$ cat config.mk
export PLATFORM = sky130hd
export DESIGN_NAME = adc_burst_averager
export DESIGN_NICKNAME = d
export VERILOG_FILES = /design/src/rtl/abavg_pkg.sv /design/src/rtl/adc_burst_averager.sv /design/src/rtl/abavg_acc.sv /design/src/rtl/abavg_div.sv
export SDC_FILE = /design/constraint.sdc
export NUM_CORES = 1
export LEC_CHECK = 0
export ABC_AREA = 1
export BUFFER_PORTS_ARGS = -buffer_cell sky130_fd_sc_hd__buf_2
export CAP_MARGIN = 10
export CELL_PAD_IN_SITES_DETAIL_PLACEMENT = 1
export CELL_PAD_IN_SITES_GLOBAL_PLACEMENT = 2
export CORE_AREA = 2 2 180 182
export CTS_CLUSTER_SIZE = 30
export DETAILED_ROUTE_END_ITERATION = 8
export DIE_AREA = 0 0 182 184
export GPL_ROUTABILITY_DRIVEN = 0
export GPL_TIMING_DRIVEN = 0
export HOLD_SLACK_MARGIN = 0.03
export PLACE_DENSITY_LB_ADDON = 0.1
export SLEW_MARGIN = 15
export SYNTH_ARGS = -nofsm -noshare
export SYNTH_HDL_FRONTEND = slang
export SYNTH_SLANG_ARGS = --single-unit
$ cat constraint.sdc
create_clock -name clk -period 3.7 [get_ports clk]
set_clock_uncertainty 0.1 [all_clocks]
set_input_delay 0.37 -clock clk [delete_from_list [all_inputs] [get_ports clk]]
set_output_delay 0.37 -clock clk [all_outputs]
set_load 0.01 [all_outputs]
$ cat src/rtl/abavg_pkg.sv
// Shared types and constants of the converter burst averager.
// Depends on nothing; every other file of the block imports it.
package abavg_pkg;

	localparam int SAMPLE_BITS   = 12;
	localparam int CORR_BITS     = SAMPLE_BITS + 1;
	localparam int SUM_BITS      = 29;
	localparam int LEN_BITS      = 16;
	localparam int DIV_BITS      = LEN_BITS + 1;
	localparam int FRAC_BITS     = 8;
	localparam int DVD_BITS      = SUM_BITS + FRAC_BITS;
	localparam int MEAN_BITS     = 21;
	localparam int CNT_BITS      = $clog2(DVD_BITS);
	localparam int CFG_IDX_BITS  = 2;
	localparam int CFG_DATA_BITS = 16;

	localparam logic [MEAN_BITS-1:0] MEAN_MAX = MEAN_BITS'(1056512);

	localparam logic [CFG_IDX_BITS-1:0] REG_BURST_LENGTH = 2'd0;
	localparam logic [CFG_IDX_BITS-1:0] REG_DROP_LEAD = 2'd1;
	localparam logic [CFG_IDX_BITS-1:0] REG_COMPENSATE = 2'd2;

	typedef struct packed {
		logic [LEN_BITS-1:0] burst_length;
		logic                drop_lead;
		logic                compensate_enable;
	} cfg_t;

	typedef struct packed {
		logic                go;
		logic [SUM_BITS-1:0] sum;
		logic [DIV_BITS-1:0] divisor;
	} div_req_t;

	typedef enum logic [1:0] {
		DIV_IDLE,
		DIV_RUN,
		DIV_HOLD
	} div_state_t;

endpackage

$ cat src/rtl/adc_burst_averager.sv
// Top level of the converter burst averager: configuration registers and handshakes.
// Depends on abavg_pkg, abavg_acc and abavg_div.
//
// The block averages 12-bit converter samples over bursts of burst_length kept samples
// (zero means 65536) and returns floor(sum * 256 / length), saturated at 1056512, as one
// beat on the output channel. With drop_lead set, the first sample of each burst is
// dropped; with compensate_enable set, each kept sample is first corrected around the
// 512/1536/2560/3584 code steps. The beat that ends a burst starts a restoring divider
// that retires one quotient bit per cycle over the 37-bit scaled sum, so in_ready stays
// low while it runs and until its result can enter the output register, where a
// previous result may still wait to be taken. Samples keep being accepted while a
// finished mean waits to be taken, as long as no further burst completes. Configuration
// writes are always accepted (cfg_ready is tied high) and take effect at once; write
// them only while the block is idle. Register indexes: 0 burst_length, 1 drop_lead,
// 2 compensate_enable; other indexes are ignored.
module adc_burst_averager (
	input  logic                                   clk,
	input  logic                                   arst_n,
	input  logic                                   in_valid,
	output logic                                   in_ready,
	input  logic [abavg_pkg::SAMPLE_BITS-1:0]      sample,
	output logic                                   out_valid,
	input  logic                                   out_ready,
	output logic [abavg_pkg::MEAN_BITS-1:0]        mean_value,
	input  logic                                   cfg_valid,
	output logic                                   cfg_ready,
	input  logic [abavg_pkg::CFG_IDX_BITS-1:0]     cfg_index,
	input  logic [abavg_pkg::CFG_DATA_BITS-1:0]    cfg_data
);
	import abavg_pkg::*;

	cfg_t     cfg_q;
	div_req_t req;
	logic     div_busy;
	logic     in_fire;
	logic     cfg_fire;

	// hold off samples while the divider works on a finished burst
	assign in_ready  = !div_busy;
	assign in_fire   = in_valid && in_ready;
	assign cfg_ready = 1'b1;
	assign cfg_fire  = cfg_valid && cfg_ready;

	// register file: reset to 64 samples, discard on, correction on
	always_ff @(posedge clk or negedge arst_n) begin
		if (!arst_n) begin
			cfg_q.burst_length      <= LEN_BITS'(64);
			cfg_q.drop_lead         <= 1'b1;
			cfg_q.compensate_enable <= 1'b1;
		end else if (cfg_fire) begin
			unique case (cfg_index)
				REG_BURST_LENGTH: cfg_q.burst_length      <= cfg_data[LEN_BITS-1:0];
				REG_DROP_LEAD:    cfg_q.drop_lead         <= cfg_data[0];
				REG_COMPENSATE:   cfg_q.compensate_enable <= cfg_data[0];
				default: ;
			endcase
		end
	end

	// accumulate kept samples; flag the beat that completes a burst
	abavg_acc u_acc (
		.clk     (clk),
		.arst_n  (arst_n),
		.in_fire (in_fire),
		.sample  (sample),
		.cfg     (cfg_q),
		.req     (req)
	);

	// divide, saturate and present the mean
	abavg_div u_div (
		.clk        (clk),
		.arst_n     (arst_n),
		.req        (req),
		.busy       (div_busy),
		.out_valid  (out_valid),
		.out_ready  (out_ready),
		.mean_value (mean_value)
	);

endmodule

$ cat src/rtl/abavg_acc.sv
// Burst accumulator: discard of the first sample, missing-code correction, sum and count.
// Depends on abavg_pkg; hands a finished burst to abavg_div.
module abavg_acc (
	input  logic                                  clk,
	input  logic                                  arst_n,
	input  logic                                  in_fire,
	input  logic [abavg_pkg::SAMPLE_BITS-1:0]     sample,
	input  abavg_pkg::cfg_t                       cfg,
	output abavg_pkg::div_req_t                   req
);
	import abavg_pkg::*;

	logic [SUM_BITS-1:0]  running_sum_q;
	logic [LEN_BITS-1:0]  kept_count_q;
	logic                 discard_pending_q;

	logic [CORR_BITS-1:0] corr;
	logic [SUM_BITS-1:0]  sum_nxt;
	logic [DIV_BITS-1:0]  count_nxt;
	logic [DIV_BITS-1:0]  len;
	logic                 drop;
	logic                 keep;
	logic                 complete;

	function automatic logic [CORR_BITS-1:0] correct_code(input logic [SAMPLE_BITS-1:0] s);
		logic [CORR_BITS-1:0] x;
		x = {1'b0, s};
		if (s > 12'd3584)       return x + 13'd32;
		else if (s == 12'd3583) return x + 13'd29;
		else if (s == 12'd3582) return x + 13'd27;
		else if (s > 12'd2560)  return x + 13'd24;
		else if (s == 12'd2559) return x + 13'd21;
		else if (s == 12'd2558) return x + 13'd19;
		else if (s > 12'd1536)  return x + 13'd16;
		else if (s == 12'd1535) return x + 13'd13;
		else if (s == 12'd1534) return x + 13'd11;
		else if (s > 12'd512)   return x + 13'd8;
		else if (s == 12'd511)  return x + 13'd5;
		else if (s == 12'd510)  return x + 13'd3;
		else                    return x;
	endfunction

	always_comb begin
		corr      = cfg.compensate_enable ? correct_code(sample) : {1'b0, sample};
		sum_nxt   = running_sum_q + {{(SUM_BITS-CORR_BITS){1'b0}}, corr};
		count_nxt = {1'b0, kept_count_q} + DIV_BITS'(1);
		// a zero length stands for 65536
		len       = (cfg.burst_length == '0) ? {1'b1, {LEN_BITS{1'b0}}}
		                                     : {1'b0, cfg.burst_length};
		drop      = discard_pending_q && cfg.drop_lead;
		keep      = in_fire && !drop;
		complete  = keep && (count_nxt >= len);
	end

	always_comb begin
		req.go      = complete;
		req.sum     = sum_nxt;
		req.divisor = len;
	end

	always_ff @(posedge clk or negedge arst_n) begin
		if (!arst_n) begin
			running_sum_q     <= '0;
			kept_count_q      <= '0;
			discard_pending_q <= 1'b1;
		end else if (in_fire) begin
			discard_pending_q <= 1'b0;
			if (complete) begin
				running_sum_q     <= '0;
				kept_count_q      <= '0;
				discard_pending_q <= 1'b1;
			end else if (keep) begin
				running_sum_q <= sum_nxt;
				kept_count_q  <= count_nxt[LEN_BITS-1:0];
			end
		end
	end

	a_rearm: assert property (@(posedge clk) disable iff (!arst_n)
		req.go |=> (kept_count_q == '0) && (running_sum_q == '0) && discard_pending_q)
		else $error("burst end did not clear sum and count");

	a_drop_only_first: assert property (@(posedge clk) disable iff (!arst_n)
		(in_fire && drop) |-> (kept_count_q == '0) && (running_sum_q == '0))
		else $error("sample dropped inside a burst");

	a_no_drop_mid: assert property (@(posedge clk) disable iff (!arst_n)
		(kept_count_q != '0) |-> !discard_pending_q)
		else $error("discard armed inside a burst");

endmodule

$ cat src/rtl/abavg_div.sv
// Bit-serial restoring divider for the burst mean, with saturation and output register.
// Depends on abavg_pkg; started by abavg_acc.
module abavg_div (
	input  logic                                clk,
	input  logic                                arst_n,
	input  abavg_pkg::div_req_t                 req,
	output logic                                busy,
	output logic                                out_valid,
	input  logic                                out_ready,
	output logic [abavg_pkg::MEAN_BITS-1:0]     mean_value
);
	import abavg_pkg::*;

	localparam logic [CNT_BITS-1:0] LAST_STEP = CNT_BITS'(DVD_BITS - 1);

	div_state_t           state_q;
	div_state_t           state_d;
	logic [DVD_BITS-1:0]  dvd_q;
	logic [DIV_BITS-1:0]  rem_q;
	logic [DIV_BITS-1:0]  div_q;
	logic [CNT_BITS-1:0]  cnt_q;
	logic [MEAN_BITS-1:0] mean_q;
	logic                 out_valid_q;

	logic [DIV_BITS:0]    rem_sh;
	logic [DIV_BITS+1:0]  trial;
	logic                 ge;
	logic [DIV_BITS-1:0]  rem_nxt;
	logic [DVD_BITS-1:0]  dvd_nxt;
	logic                 slot_free;
	logic                 step_en;
	logic                 load_out;

	// one quotient bit per cycle; the dividend shifts out at the top while quotient bits enter
	always_comb begin
		rem_sh  = {rem_q, dvd_q[DVD_BITS-1]};
		trial   = {1'b0, rem_sh} - {2'b00, div_q};
		ge      = !trial[DIV_BITS+1];
		rem_nxt = ge ? trial[DIV_BITS-1:0] : rem_sh[DIV_BITS-1:0];
		dvd_nxt = {dvd_q[DVD_BITS-2:0], ge};
	end

	assign slot_free = !out_valid_q || out_ready;

	always_comb begin
		state_d = state_q;
		unique case (state_q)
			DIV_IDLE: if (req.go) state_d = DIV_RUN;
			DIV_RUN:  if (cnt_q == LAST_STEP) state_d = DIV_HOLD;
			DIV_HOLD: if (slot_free) state_d = DIV_IDLE;
			default:  state_d = DIV_IDLE;
		endcase
	end

	always_comb begin
		busy     = (state_q != DIV_IDLE);
		step_en  = (state_q == DIV_RUN);
		load_out = (state_q == DIV_HOLD) && slot_free;
	end

	always_ff @(posedge clk or negedge arst_n) begin
		if (!arst_n) begin
			state_q     <= DIV_IDLE;
			cnt_q       <= '0;
			out_valid_q <= 1'b0;
		end else begin
			state_q <= state_d;
			if (req.go) begin
				cnt_q <= '0;
			end else if (step_en) begin
				cnt_q <= cnt_q + CNT_BITS'(1);
			end
			if (load_out) begin
				out_valid_q <= 1'b1;
			end else if (out_ready) begin
				out_valid_q <= 1'b0;
			end
		end
	end

	always_ff @(posedge clk) begin
		if (req.go) begin
			dvd_q <= {req.sum, {FRAC_BITS{1'b0}}};
			rem_q <= '0;
			div_q <= req.divisor;
		end else if (step_en) begin
			dvd_q <= dvd_nxt;
			rem_q <= rem_nxt;
		end
		if (load_out) begin
			mean_q <= (dvd_q > DVD_BITS'(MEAN_MAX)) ? MEAN_MAX : dvd_q[MEAN_BITS-1:0];
		end
	end

	assign out_valid  = out_valid_q;
	assign mean_value = mean_q;

	a_start_idle: assert property (@(posedge clk) disable iff (!arst_n)
		req.go |-> (state_q == DIV_IDLE))
		else $error("divider started while busy");

	a_rem_bound: assert property (@(posedge clk) disable iff (!arst_n)
		(state_q == DIV_HOLD) |-> (rem_q < div_q))
		else $error("remainder not below divisor at end of division");

	a_mean_sat: assert property (@(posedge clk) disable iff (!arst_n)
		out_valid_q |-> (mean_q <= MEAN_MAX))
		else $error("mean above saturation limit");

	a_step_count: assert property (@(posedge clk) disable iff (!arst_n)
		$rose(state_q == DIV_HOLD) |-> $past(cnt_q) == LAST_STEP)
		else $error("division ended after wrong step count");

endmodule
==> qor.yml, run 1 <==
sta:
  min_period_ns: 3.71
  fin_ws_ns: -0.0112
  setup_viol: 1
  grt_setup_unrepaired: "true"
  max_freq_mhz: 269
  final-hold-violation-count: 0
  maxSlewViolCount: 0
  worstMarginPinSlew_ns: 1.06
  hold_ws_ns: 0.0644
  layout_worst_path_cycle_share_pct: 100
  slew_headroom_pct: 29.3
power_and_ir_drop:
  vdd_drop_max_mv: 0.388
  p_int_mw: 5.17
  combPwrFrac_pct: 46.8
  p_clk_share_pct: 21.0
  power_switching_mw: 3.77
  sw_frac_of_total_pct: 42.2
  leakage_nw: 6.50
  powerDensity_nw_per_um2: 621
  pwr-share-seq_pct: 32.1
setup_path:
  cp-start-kind: "input pin"
  path_depth: 25
  critPathBufInv: 5
  slowest_delay_ns: 0.43
  crit_top_cell: "nand2_1"
  crit_path_end: "u_div.dvd_q[36]$_DFFE_PP_"
  worstReg2RegEnd: "u_div.dvd_q[13]$_DFFE_PP_"
  path_delay_family: "simple AND/OR/NAND/NOR gates"
  cp-startpoint: "sample[5]"
  cp_slowest_cell: "ha_2"
  r2r_slack_ns: 0.09
  crit_path_end_kind: "flip-flop"
  crit_required_ns: 3.80
  r2r_start: "u_acc.kept_count_q[0]$_DFFE_PN0P_"
  crit_fanout: 5
  critPathArrivalTime_ns: 3.81
  crit_type: "in2reg"
  reg2reg_depth: 23
placement:
  dp_worst_setup_slack_ns: -1.31
  io_buffers: 55
  detailed_place_hpwl_um: 25700
  placed_area_um2: 11500
drt:
  antenna_left: 0
  drc: 0
  firstDrtPassIters: 4
  vias_per_cell: 5.00
  drt_iter0_markers: 399
  wl_per_cell_um: 18.1
  num_vias: 9754
  totalWireLength_um: 35200
logic_synthesis:
  synth_warnings: 0
  netlist_instances: 1356
  syn_nets: 1457
  yosys.cell_types.count: 62
  ys_seq_area_share_pct: 40.9
  ys_ff_latch: 165
  ys.flop_type: "dfrtp_1"
  syn_avg_cell_area_um2: 7.84
  async_flop_share_pct: 44.2
  synth_edf_count: 67
  syn_area_um2: 10600
global_routing:
  grt_max_degree: 53
  grt_pass1_wl_um: 55100
  track_usage_pct: 21.3
  grt_pass1_vias: 9947
  antenna_found_initial: 0
  overflow: 0
worst_hold_path:
  hold_path_class: "in2reg"
  min-delay-start: "cfg_data[7]"
  hold-path-cell-count: 3
die:
  dieArea_um2: 33500
  die_w_um: 182
  start_util_pct: 33.8
  row_count: 65
  core_area_um2: 31400
  ios: 59
  fp.dieH_um: 184
clock_tree:
  cts_root_buffer: "clkbuf_16"
  clkTransAtPathRegs_ns: 0.07
  numCtsBuffers: 17
  clk_latency_ns: 0.47
  htreeDepth: 4
  clock_sinks: 165
  cts_tree: "yes"
  clk_path_buf_depth: 2
final_layout:
  layout_commonest_cell: "nand2_1"
  final_cell_mix: "281 x nand2_1, 157 x inv_1, 92 x buf_4, 85 x nor2_1"
  drive_gt1_share_pct: 28.2
  final_nets: 1638
  diodes: 0
  syn_to_final_growth_pct: 35.4
  final_cell_area_um2: 14400
run_status:
  violations: "setup timing"
  status: "complete, but fails checks"
flow_run:
  drv_cap: 0
[kinds of logic after synthesis]
family | count (synthesis) | synth area share [%]
buf+inv | 239 | 9.13
mux | 1 | 0.0942
fa+ha+maj | 66 | 7.91
xor+xnor | 60 | 4.95
simple gates | 571 | 23.3
compound gates | 253 | 13.7
flops | 165 | 40.9
other cells | 1 | 0.0353
[tightest hold or removal path, delay by kind of cell]
kind / cells / cell delay, ns
and+or+nand+nor: 1 / 0.04
buffers and inverters: 1 / 0.07
AOI/OAI and AO/OA: 1 / 0.10
[how the worst min path moves through the flow]
stage	slack [ns]	endpoint
after floorplan	-0.03	cfg_q[10]$_DFFE_PN0P_
after global routing	0.07	cfg_q[5]$_DFFE_PN0P_
after global placement	0.36	u_acc.discard_pending_q$_DFFE_PN1P_
final	0.06	cfg_q[9]$_DFFE_PN0P_
after detailed placement	0.22	u_acc.running_sum_q[0]$_DFFE_PN0P_
after CTS	0.04	cfg_q[9]$_DFFE_PN0P_
[cells in the mapped netlist (3+ instances only)]
| cell type | number | area (um2) |
|---|---|---|
| xnor2_1 | 8 | 70.1 |
| and2_1 | 3 | 18.8 |
| nand3_2 | 3 | 30.0 |
| ha_1 | 64 | 801 |
| dfxtp_1 | 25 | 500 |
| o22ai_1 | 26 | 163 |
| nor2_1 | 101 | 379 |
| dfrtp_1 | 69 | 1730 |
| buf_4 | 6 | 45.0 |
| inv_1 | 176 | 661 |
| nand3_1 | 66 | 330 |
| nor4_1 | 16 | 100 |
| a31oi_1 | 3 | 18.8 |
| nand2_2 | 11 | 68.8 |
| o211ai_1 | 6 | 45.0 |
| o21ai_0 | 90 | 450 |
| nand2_1 | 320 | 1200 |
| nor3_1 | 26 | 130 |
| edfxtp_1 | 67 | 2010 |
| inv_2 | 7 | 26.3 |
| clkbuf_1 | 36 | 135 |
| o2111ai_1 | 3 | 26.3 |
| xor2_1 | 52 | 455 |
| nand4_1 | 8 | 50.1 |
| a21oi_2 | 3 | 26.3 |
| dfstp_2 | 4 | 105 |
| a21oi_1 | 85 | 425 |
| nor2_2 | 6 | 37.5 |
| buf_2 | 6 | 30.0 |
| a21o_1 | 5 | 37.5 |
| a211oi_1 | 3 | 22.5 |
| o21ai_1 | 9 | 45.0 |
| buf_6 | 5 | 56.3 |
[through the flow]
stage                     setup TNS (ns)  util, %  total power [mW]  instances
after global routing               -4.07     45.8              9.63       1952
after CTS                          -2.48     42.9              8.58       1914
final                            -0.0112     45.8              8.94       1952
after global placement           -104.21     36.4              6.04       1813
after floorplan                        0        -              5.12       1356
after detailed placement         -114.34     36.5              6.14       1815
[what timing repair did]
item                                    CTS  global route
gates resized for setup                 185           150
hold buffers                              2             0
hold endpoints to repair                 23             0
cloned                                    3             0
setup buffers                            63            39
pin swaps                                54           101
endpoints found under the setup margin  153           152
[sequential cells by signal, summed over array words and instances (netlist names), 2 cells and up]
signal and cells:
u_div.div_q 17, u_div.rem_q 17, u_acc.kept_count_q 16, u_div.dvd_q 37
u_div.state_q 2, u_acc.running_sum_q 29, cfg_q 18, u_div.mean_value 21
u_div.cnt_q 6
[power groups by stage]
| stage | logic, mW | registers, mW | clock network, mW |
|---|---|---|---|
| global route | 4.71 | 2.94 | 1.98 |
| finish | 4.19 | 2.87 | 1.88 |
| CTS | 3.79 | 2.85 | 1.93 |
| global placement | 3.19 | 2.85 | 0 |
| detailed placement | 3.28 | 2.86 | 0 |
| floorplan | 2.38 | 2.74 | 0 |
[cell type report]
class / instances / area (um2)
fillers: 3706 / 17000
multi-input cells: 954 / 6540
flip-flops and latches: 165 / 4350
repair buffers: 162 / 1270
inverters: 184 / 748
well taps: 402 / 503
clock buffers: 20 / 478
plain buffers: 53 / 374
clock inverters: 12 / 134
[layer usage]
metal  track usage [%]  part of all wire, %  vias up
li1                  -                    -     4841
met1              28.5                   47     4756
met2              35.8                   48      118
met3              3.17                  2.5       39
met4              5.58                  1.9        0
met5                 0                    0        -
(Power assumes the default switching activity.)
==> run 2: changes to the inputs <==
RECOVER_POWER = 25   (was unset)
SETUP_SLACK_MARGIN = 0.1   (was unset)
SLEW_MARGIN = 20   (was 15)
==> qor.yml, run 2 (same netlist as run 1, synthesis figures left out) <==
sta:
  layout_worst_path_cycle_share_pct: 98.6
  grt_setup_unrepaired: "true"
  min_period_ns: 3.65
  max_freq_mhz: 274
  hold_ws_ns: 0.0751
  final-hold-violation-count: 0
  setup_viol: 0
  slew_headroom_pct: -1.22
  worstMarginPinSlew_ns: 1.52
  maxSlewViolCount: 24
  fin_ws_ns: 0.0533
final_layout:
  syn_to_final_growth_pct: 40.3
  utilization_pct: 47.5
  layout_commonest_cell: "nand2_1"
  drive_gt1_share_pct: 31.1
  final_nets: 1659
  diodes: 0
  largest_reg_flops: 37
  regMostFlops: "u_div.dvd_q"
  final_cell_area_um2: 14900
  final_cell_mix: "281 x nand2_1, 159 x inv_1, 94 x buf_4, 84 x nor2_1, 72 x a21oi_1"
drt:
  num_vias: 9843
  wl_per_cell_um: 18.5
  drc: 0
  drt_iter0_markers: 328
  antenna_left: 0
  vias_per_cell: 4.99
  totalWireLength_um: 36400
  firstDrtPassIters: 4
clock_tree:
  htreeDepth: 4
  numCtsBuffers: 17
  clk_path_buf_depth: 2
  clkTransAtPathRegs_ns: 0.08
  clock_sinks: 165
  clk_latency_ns: 0.45
  cts_tree: "yes"
  cts_root_buffer: "clkbuf_16"
global_routing:
  overflow: 0
  use_met3_pct: 2.85
  grt_max_degree: 52
  antenna_found_initial: 0
  grt_pass1_vias: 10300
  busiest_layer: "met2"
  met1_usage_pct: 29.1
  grt_pass1_wl_um: 56000
  use_met2_pct: 37.0
  track_usage_pct: 21.7
placement:
  dp_worst_setup_slack_ns: -1.08
  placed_area_um2: 11500
  io_buffers: 55
  detailed_place_hpwl_um: 25300
power_and_ir_drop:
  vdd_drop_max_mv: 0.367
  leakage_nw: 6.86
  powerDensity_nw_per_um2: 627
flow_run:
  drv_cap: 1
die:
  die_w_um: 182
  core_area_um2: 31400
  fp.dieH_um: 184
  row_count: 65
  ios: 59
  start_util_pct: 33.8
  dieArea_um2: 33500
setup_path:
  crit_required_ns: 3.78
  path_delay_family: "simple AND/OR/NAND/NOR gates"
  r2r_start: "u_acc.kept_count_q[0]$_DFFE_PN0P_"
  critPathArrivalTime_ns: 3.73
  slowest_delay_ns: 0.41
  cp-start-kind: "input pin"
  critPathBufInv: 6
  crit_path_end_kind: "flip-flop"
  cp-startpoint: "sample[4]"
  crit_type: "in2reg"
  crit_top_cell: "nand2_1"
  crit_fanout: 7
  cp_slowest_cell: "fa_2"
run_status:
  status: "complete, but fails checks"
  violations: "capacitance limit, slew limit"
worst_hold_path:
  min-delay-start: "cfg_data[6]"
  hold_path_class: "in2reg"
==> run 2: cell types whose count changed in the layout (fill, tap and decap cells not counted), sizes merged <==
| cell | before | now |
|---|---|---|
| clkinvlp | 3 | 1 |
| buf | 179 | 193 |
| inv | 188 | 185 |
| clkbuf | 53 | 58 |
| nand2 | 333 | 334 |
| clkinv | 4 | 10 |
==> run 2: cell type report <==
class	count	area [um2]
clock buffer	19	443
tap	402	503
fill	3668	16500
buffer	54	412
clock inverter	13	124
multi-input combinational	955	6750
inverter	184	762
sequential	165	4340
timing repair buffer	181	1570
==> run 2: power breakdown <==
part | internal (mW) | switching, mW
clock | 0.957 | 0.828
combinational | 1.92 | 2.76
sequential | 2.47 | 0.409
==> run 2: routing by layer <==
layer | routed length, um | share of wire [%]
met1 | 17600 | 48
met2 | 17800 | 49
met3 | 634 | 1.7
met4 | 406 | 1.1
met5 | 0 | 0
==> run 2: final timing paths <==
path                                                             to  slack, ns  cells after the start
worst max-delay path                      u_div.dvd_q[20]$_DFFE_PP_       0.05                     26
worst min-delay path                           cfg_q[8]$_DFFE_PN1P_       0.08                      3
worst max register to register            u_div.dvd_q[20]$_DFFE_PP_       0.08                     23
worst min register to register  u_acc.discard_pending_q$_DFFE_PN1P_       0.37                      2
max in group asynchronous                      cfg_q[9]$_DFFE_PN0P_       0.67                      3
min in group asynchronous       u_acc.running_sum_q[11]$_DFFE_PN0P_       0.73                      2
==> run 2: stage by stage <==
stage	std cells	TNS [ns]	total power [mW]
after floorplan	1356	0	5.14
after global placement	1813	-94.91	6.07
after detailed placement	1815	-96.48	6.16
after CTS	1935	-0.398	8.74
after global routing	1973	-8.60	10.0
final	1973	0	9.34
==> run 2: timing repair <==
item | CTS | global route
hold buffers | 2 | 0
setup endpoints to repair | 153 | 152
gates resized for setup | 228 | 171
endpoints found under the hold margin | 22 | 0
pin swaps | 80 | 106
gates cloned | 7 | 2
buffers inserted | 80 | 37
==> run 2: worst register-to-register path, delay by kind of cell (launching register included) <==
kind | cells | cell delay [ns]
compound gates | 5 | 0.62
flops | 1 | 0.43
buf+inv | 7 | 0.76
fa+ha+maj | 2 | 0.41
xor+xnor | 1 | 0.19
simple gates | 8 | 0.87
==> run 3: changes to the inputs <==
ABC_AREA = unset   (was 1)
CORE_AREA = 2 2 164 166   (was 2 2 180 182)
DIE_AREA = 0 0 166 168   (was 0 0 182 184)
clock period = 4.29 ns   (was 3.7 ns; I/O delays follow)
==> qor.yml, run 3 <==
logic_synthesis:
  synth_largest_area_cell: "edfxtp_1"
  synth_warnings: 0
  synth_edf_count: 67
  ys_ff_latch: 165
  synth.most_common_cell: "nand2_1"
  syn_avg_cell_area_um2: 9.03
  syn_area_um2: 10500
  ys.flop_type: "dfrtp_1"
  async_flop_share_pct: 44.2
  netlist_instances: 1166
  synthTopCellsByCount: "146 x nand2_1, 127 x o21ai_0, 69 x dfrtp_1"
  ys_seq_area_share_pct: 41.2
  synth_top_area_share_pct: 19.1
  syn_nets: 1267
  synth_area_leaders: "edfxtp_1 19%, dfrtp_1 16%, ha_1 7.6%, o21ai_0 6.0%, nand2_1 5.2%"
  yosys.cell_types.count: 82
sta:
  worstMarginPinSlew_ns: 2.26
  slew_headroom_pct: -50.4
  final-hold-violation-count: 0
  setup_viol: 0
  fin_ws_ns: 0.117
  maxSlewViolCount: 33
  hold_ws_ns: 0.0943
  fin_tns_setup_ns: 0
  min_period_ns: 4.17
  max_freq_mhz: 240
  layout_worst_path_cycle_share_pct: 97.3
final_layout:
  final_cell_mix: "140 x nand2_1, 116 x o21ai_0, 67 x edfxtp_1, 66 x buf_4, 66 x dfrtp_1"
  utilization_pct: 51.0
  final_nets: 1413
  diodes: 0
  layout_commonest_cell: "nand2_1"
  regMostFlops: "u_div.dvd_q"
  drive_gt1_share_pct: 23.8
  syn_to_final_growth_pct: 27.6
  largest_reg_flops: 37
clock_tree:
  numCtsBuffers: 17
  cts_tree: "yes"
  clk_latency_ns: 0.44
  clkTransAtPathRegs_ns: 0.07
  cts_root_buffer: "clkbuf_16"
  htreeDepth: 4
  clk_path_buf_depth: 2
  clock_sinks: 165
placement:
  dp_worst_setup_slack_ns: -1.26
  detailed_place_hpwl_um: 23800
  io_buffers: 57
setup_path:
  worstReg2RegEnd: "u_div.dvd_q[32]$_DFFE_PP_"
  cp-start-kind: "input pin"
  cp-startpoint: "sample[0]"
  crit_path_end: "u_div.dvd_q[28]$_DFFE_PP_"
  reg2reg_depth: 17
  crit_type: "in2reg"
  crit_required_ns: 4.38
  critPathArrivalTime_ns: 4.26
  r2r_start: "u_acc.kept_count_q[0]$_DFFE_PN0P_"
  crit_fanout: 7
  crit_path_end_kind: "flip-flop"
  r2r_slack_ns: 0.35
global_routing:
  overflow: 0
  antenna_found_initial: 0
  grt_pass1_vias: 9141
  grt_pass1_wl_um: 51500
  grt_max_degree: 43
  track_usage_pct: 23.2
drt:
  num_vias: 9399
  drc: 0
  firstDrtPassIters: 5
  wl_per_cell_um: 20.1
  vias_per_cell: 5.64
  antenna_left: 0
  drt_iter0_markers: 532
  totalWireLength_um: 33500
die:
  row_count: 60
  ios: 59
  start_util_pct: 40.0
  dieArea_um2: 27900
  core_area_um2: 26400
  die_w_um: 166
  fp.dieH_um: 168
power_and_ir_drop:
  vdd_drop_max_mv: 0.284
  leakage_nw: 5.56
  powerDensity_nw_per_um2: 506
run_status:
  violations: "capacitance limit, slew limit"
  status: "complete, but fails checks"
worst_hold_path:
  hold_path_class: "in2reg"
flow_run:
  drv_cap: 1
## run 3: cell count changes after synthesis, sizes merged, moves of 23 or more
| cell | change |
|---|---|
| a22o | +23 |
| inv | -128 |
| a21oi | -41 |
| xor2 | -27 |
| nor2 | -54 |
| o21ai | +29 |
| nand2 | -185 |
| xnor2 | +31 |
## run 3: how the worst min path moves through the flow
| stage | cells past startpoint | slack (ns) | from | endpoint |
|---|---|---|---|---|
| after floorplan | 0 | 0.03 | arst_n | cfg_q[10]$_DFFE_PN0P_ |
| after global placement | 1 | 0.36 | u_div.rem_q[16]$_SDFFE_PP0N_ | u_div.rem_q[16]$_SDFFE_PP0N_ |
| after detailed placement | 1 | 0.36 | arst_n | u_acc.running_sum_q[13]$_DFFE_PN0P_ |
| after CTS | 3 | 0.08 | cfg_data[3] | cfg_q[5]$_DFFE_PN0P_ |
| after global routing | 3 | 0.09 | cfg_data[3] | cfg_q[5]$_DFFE_PN0P_ |
| final | 3 | 0.09 | cfg_data[3] | cfg_q[5]$_DFFE_PN0P_ |
## run 3: metrics by stage
step | std cells | power [mW] | instance area (um2)
global placement | 1564 | 4.73 | 11300
floorplan | 1166 | 4.09 | 10500
finish | 1666 | 6.80 | 13400
detailed placement | 1566 | 4.81 | 11300
CTS | 1619 | 6.61 | 12500
global route | 1666 | 7.25 | 13400
## run 3: cell families after synthesis
group / after synthesis / share of synthesized area (%)
flops: 165 / 41.2
xor+xnor: 64 / 5.32
compound gates: 310 / 18.9
fa+ha+maj: 66 / 7.98
buf+inv: 127 / 5.00
other cells: 1 / 0.0356
mux: 21 / 2.04
simple gates: 412 / 19.5
## run 3: power breakdown
part	switching [mW]	leakage (nW)	internal, mW	total [mW]
clock	0.799	0.300	0.802	1.60
combinational	1.60	3.54	1.25	2.84
sequential	0.335	1.71	2.02	2.35
total	2.73	5.56	4.07	6.80
## run 3: area by class of cell
cell class / count / area [um2]
Multi-Input combinational cell: 874 / 6420
Timing Repair Buffer: 127 / 945
Inverter: 57 / 244
Fill cell: 3024 / 12900
Timing Repair inverter: 1 / 7.51
Buffer: 69 / 432
Tap cell: 341 / 427
Clock inverter: 15 / 196
Sequential cell: 165 / 4350
Clock buffer: 17 / 425
## run 3: what timing repair did
| action | CTS | global route |
|---|---|---|
| pin swaps | 23 | 52 |
| endpoints found under the setup margin | 149 | 136 |
| hold buffers | 1 | 0 |
| endpoints found under the hold margin | 31 | 0 |
| resized for setup | 105 | 132 |
| cloned | 1 | 2 |
| setup buffers | 19 | 46 |
## run 3: critical path, stage by stage
cell and delay (ns):
buf_6 0.13, inv_4 0.09, ha_4 0.15, o211ai_1 0.11, buf_4 0.17, a2111oi_4 0.43, o31ai_4 0.12, a21boi_2 0.21
o22ai_2 0.10, a211oi_2 0.26, o32a_1 0.19, nor2_2 0.06, ha_4 0.26, buf_6 0.11, a211o_1 0.33, o211ai_1 0.19
buf_4 0.17, and3_4 0.29, nor3_4 0.10, xnor2_1 0.26, o21ai_1 0.10
## run 3: layer usage
layer | share of wire, % | wire [um] | track usage [%]
met1 | 47 | 15800 | 33.2
met2 | 48 | 16000 | 38.6
met3 | 3.5 | 1190 | 2.68
met4 | 1.2 | 387 | 3.74
met5 | 0 | 0 | 0
